## config.mk

```make
export PLATFORM = sky130hd
export DESIGN_NAME = swl_client_table
export DESIGN_NICKNAME = d
export VERILOG_FILES = /design/src/hw/rtl/swl_client_table.sv
export SDC_FILE = /design/constraint.sdc
export NUM_CORES = 1
export LEC_CHECK = 0
export ABC_AREA = 1
export BUFFER_PORTS_ARGS = -buffer_cell sky130_fd_sc_hd__buf_4
export CAP_MARGIN = 40
export CORE_ASPECT_RATIO = 0.9
export CORE_MARGIN = 2
export CORE_UTILIZATION = 45
export DETAILED_ROUTE_END_ITERATION = 10
export GPL_TIMING_DRIVEN = 1
export PLACE_DENSITY_LB_ADDON = 0.2
export SETUP_SLACK_MARGIN = 0.15
export SLEW_MARGIN = 20
export SYNTH_ARGS = -nofsm -noshare
export SYNTH_HDL_FRONTEND = slang
export SYNTH_SLANG_ARGS = --single-unit
```

## constraint.sdc

```tcl
create_clock -name clk -period 3.3 [get_ports clk]
set_clock_uncertainty 0.15 [all_clocks]
set_input_delay 0.825 -clock clk [delete_from_list [all_inputs] [get_ports clk]]
set_output_delay 0.825 -clock clk [all_outputs]
set_load 0.05 [all_outputs]
```

## src/hw/rtl/swl_client_table.sv

```systemverilog
// per-client ring pointer and entry count memory
`default_nettype none

module swl_client_table #(
	parameter int CLIENTS = 64,
	parameter int CL_W    = 6,
	parameter int SLOT_W  = 6,
	parameter int CNT_W   = 7
) (
	input  wire logic              clk,
	input  wire logic              re,
	input  wire logic [CL_W-1:0]   raddr,
	input  wire logic              we,
	input  wire logic [CL_W-1:0]   waddr,
	input  wire logic [SLOT_W-1:0] whead,
	input  wire logic [CNT_W-1:0]  wcnt,
	output logic      [SLOT_W-1:0] rhead,
	output logic      [CNT_W-1:0]  rcnt
);

	localparam int ROW_W = SLOT_W + CNT_W;

	logic [ROW_W-1:0] mem [CLIENTS];
	logic [ROW_W-1:0] rd_q;

	// one write port, one registered read port
	always_ff @(posedge clk) begin
		if (we)
			mem[waddr] <= {whead, wcnt};
		if (re)
			rd_q <= mem[raddr];
	end

	// unpack the row
	assign rhead = rd_q[ROW_W-1:CNT_W];
	assign rcnt  = rd_q[CNT_W-1:0];

endmodule

`default_nettype wire

```

==> results.toml <==
[run_status]
outcome = "finished clean"

[timing]
fin_crit_ns = 2.42
fin_crit_sh = 0.733
final.setup.tns_ns = 0
slew_violations = 0
relSlewSlack = 0.425
setup_viol = 0
rsz0062_at_grt = "false"
worstMarginPinSlew_ns = 0.862
max_freq_mhz = 414
finalHoldViolations = 0

[cts]
clk_latency_ns = 0.65
cts_hold_buf = 0
clkTransAtPathRegs_ns = 0.06
cts_tree = "built"
clock-sinks = 845
htreeDepth = 3
postCtsSetupRepairBufs = 0
cts_buffer_depth = 3
ctsRootBufferMaster = "clkbuf_16"
cts_buffers = 88
ctsResizeCount = 0

[cells_and_area]
stdcell_count = 3988
drive_above_1_share = 0.0961
nets = 2981
area_growth_pct = 13.5
diodes = 0

[worst_setup_path]
crit_required_ns = 3.65
critPathBufInv = 3
endpoint_kind = "register"
start_kind = "primary input"
worstPathArrival_ns = 2.77
path_max_fanout = 40
cp_slowest_cell = "buf_4"
path_delay_family = "simple AND/OR/NAND/NOR gates"
crit_path_max_incr_delay_ns = 0.41
path_class = "primary input to register"
cp_cell_sequence = "buf_8 -> inv_8 -> buf_4 -> nand2_1 -> nand3_1 -> nand3_1 -> nand2_1 -> nand2_1 -> nand3_1 -> nand3_1 -> nand2_1"

[routing]
antenna_left = 0
vias = 22629
drtIter0Drc = 2935
drc = 0
viasPerCell = 5.67
first_pass_iters = 6
wirelength_um = 94400
routedWlPerCell_um = 23.7

[hold_path]
hold_path_class = "primary input to register"

[floorplanning]
fp.dieH_um = 265
top_level_ports = 41
die_area_sq_mm = 0.0781
dieWidth_um = 294
coreArea_sq_mm = 0.0749
initial_core_util = 0.456
num_rows = 95

[placed_design]
dp.final_hpwl_um = 53100
place_congestion = 0.827
dp_cells = 3828
io_buffers = 40

[logic_synthesis]
synth_warnings = 0
netlist.area_leader.share = 0.743
synth_area_leaders = "edfxtp_1 74%, nand2_1 12%, nand3_1 10%"
yosys.area.top_type = "edfxtp_1"
syn_avg_cell_area_sq_um = 11.9
syn_area_sq_mm = 0.0342
synth_seq_area_share = 0.743
synth.distinct_cells = 14
synth_nets = 2902
ys_ff_latch = 845
synthCells = 2874

[global_route]
grt_overflow_total = 0
grt_pass1_wl_um = 140000
antenna_found_initial = 2
grt_pass1_vias = 21032
grt_max_degree = 126
grt_use_total = 0.242

[power_and_ir_drop]
ir_worst_vdd_uv = 346
leakage_nw = 14.0
p_per_area_mw_per_mm2 = 586

[run]
maxCapViolations = 0
[area by class of cell]
cell class / count / area [sq um]
clock buffer: 116 / 2370
clock inverter: 39 / 265
fill: 6315 / 36100
inverter: 12 / 58.8
multi-input combinational: 1835 / 7870
sequential: 845 / 25400
tap: 970 / 1210
timing repair buffer: 171 / 1610
[Yosys cell counts]
cell,count
buf_4,24
nor2_1,56
nand2_1,1053
buf_1,20
nor4_1,8
clkinv_1,2
inv_2,3
inv_1,7
buf_2,107
buf_6,1
edfxtp_1,845
nand4_1,9
clkbuf_1,30
nand3_1,709
[metal layers]
layer  GRT usage  wire length [um]
met4      0.0616              2080
met2       0.362             42100
met5           0                27
met1       0.368             42000
met3      0.0422              8240
[cell usage in the layout (no fill, tap or decap)]
master        n
inv_6         4
clkbuf_1     25
clkbuf_16    91
nand4_1       9
buf_8         1
clkinv_8      1
nor2_1       56
edfxtp_1    845
buf_4       144
nand3_1     709
nor4_2        8
clkinv_2     11
inv_8         1
clkinv_1     24
nand2_1    1053
buf_6         1
bufinv_16     3
inv_1         7
buf_12       25
[sequential cells by signal, summed over array words and instances (netlist names)]
register and cells:
rd_q 13, mem 832
[kinds of logic after synthesis]
group	count (synthesis)	synth area share
buffers and inverters	194	0.0281
flip-flops	845	0.743
AND/OR/NAND/NOR	1835	0.229
[where the power goes]
group	total [W]	switching (W)	internal, W
Combinational	0.00151	0.00114	0.000379
Clock	0.00923	0.00397	0.00526
Sequential	0.0119	0.0000436	0.0119
Total	0.0227	0.00515	0.0175
[per-stage QoR]
step	setup WS, ns	area (sq um)	hold WS (ns)	power, W	util
after floorplan	0.0664	34200	0.647	0.0130	-
after global placement	0.292	36000	0.705	0.0136	0.481
after detailed placement	0.267	36000	0.746	0.0137	0.481
after CTS	0.893	38700	0.377	0.0228	0.516
after global routing	0.848	38800	0.388	0.0234	0.518
final	0.882	38800	0.412	0.0227	0.518
[final timing paths]
kind,start,end,slack [ns],depth (start not counted)
worst min-delay path,re,rd_q[1]$_DFFE_PP_,0.41,1
worst min register to register,mem[8][1]$_DFFE_PP_,rd_q[1]$_DFFE_PP_,0.77,8
worst max register to register,mem[51][12]$_DFFE_PP_,rd_q[12]$_DFFE_PP_,1.58,8
worst max-delay path,raddr[0],rd_q[4]$_DFFE_PP_,0.88,11
Power figures use the tool's default switching activity.
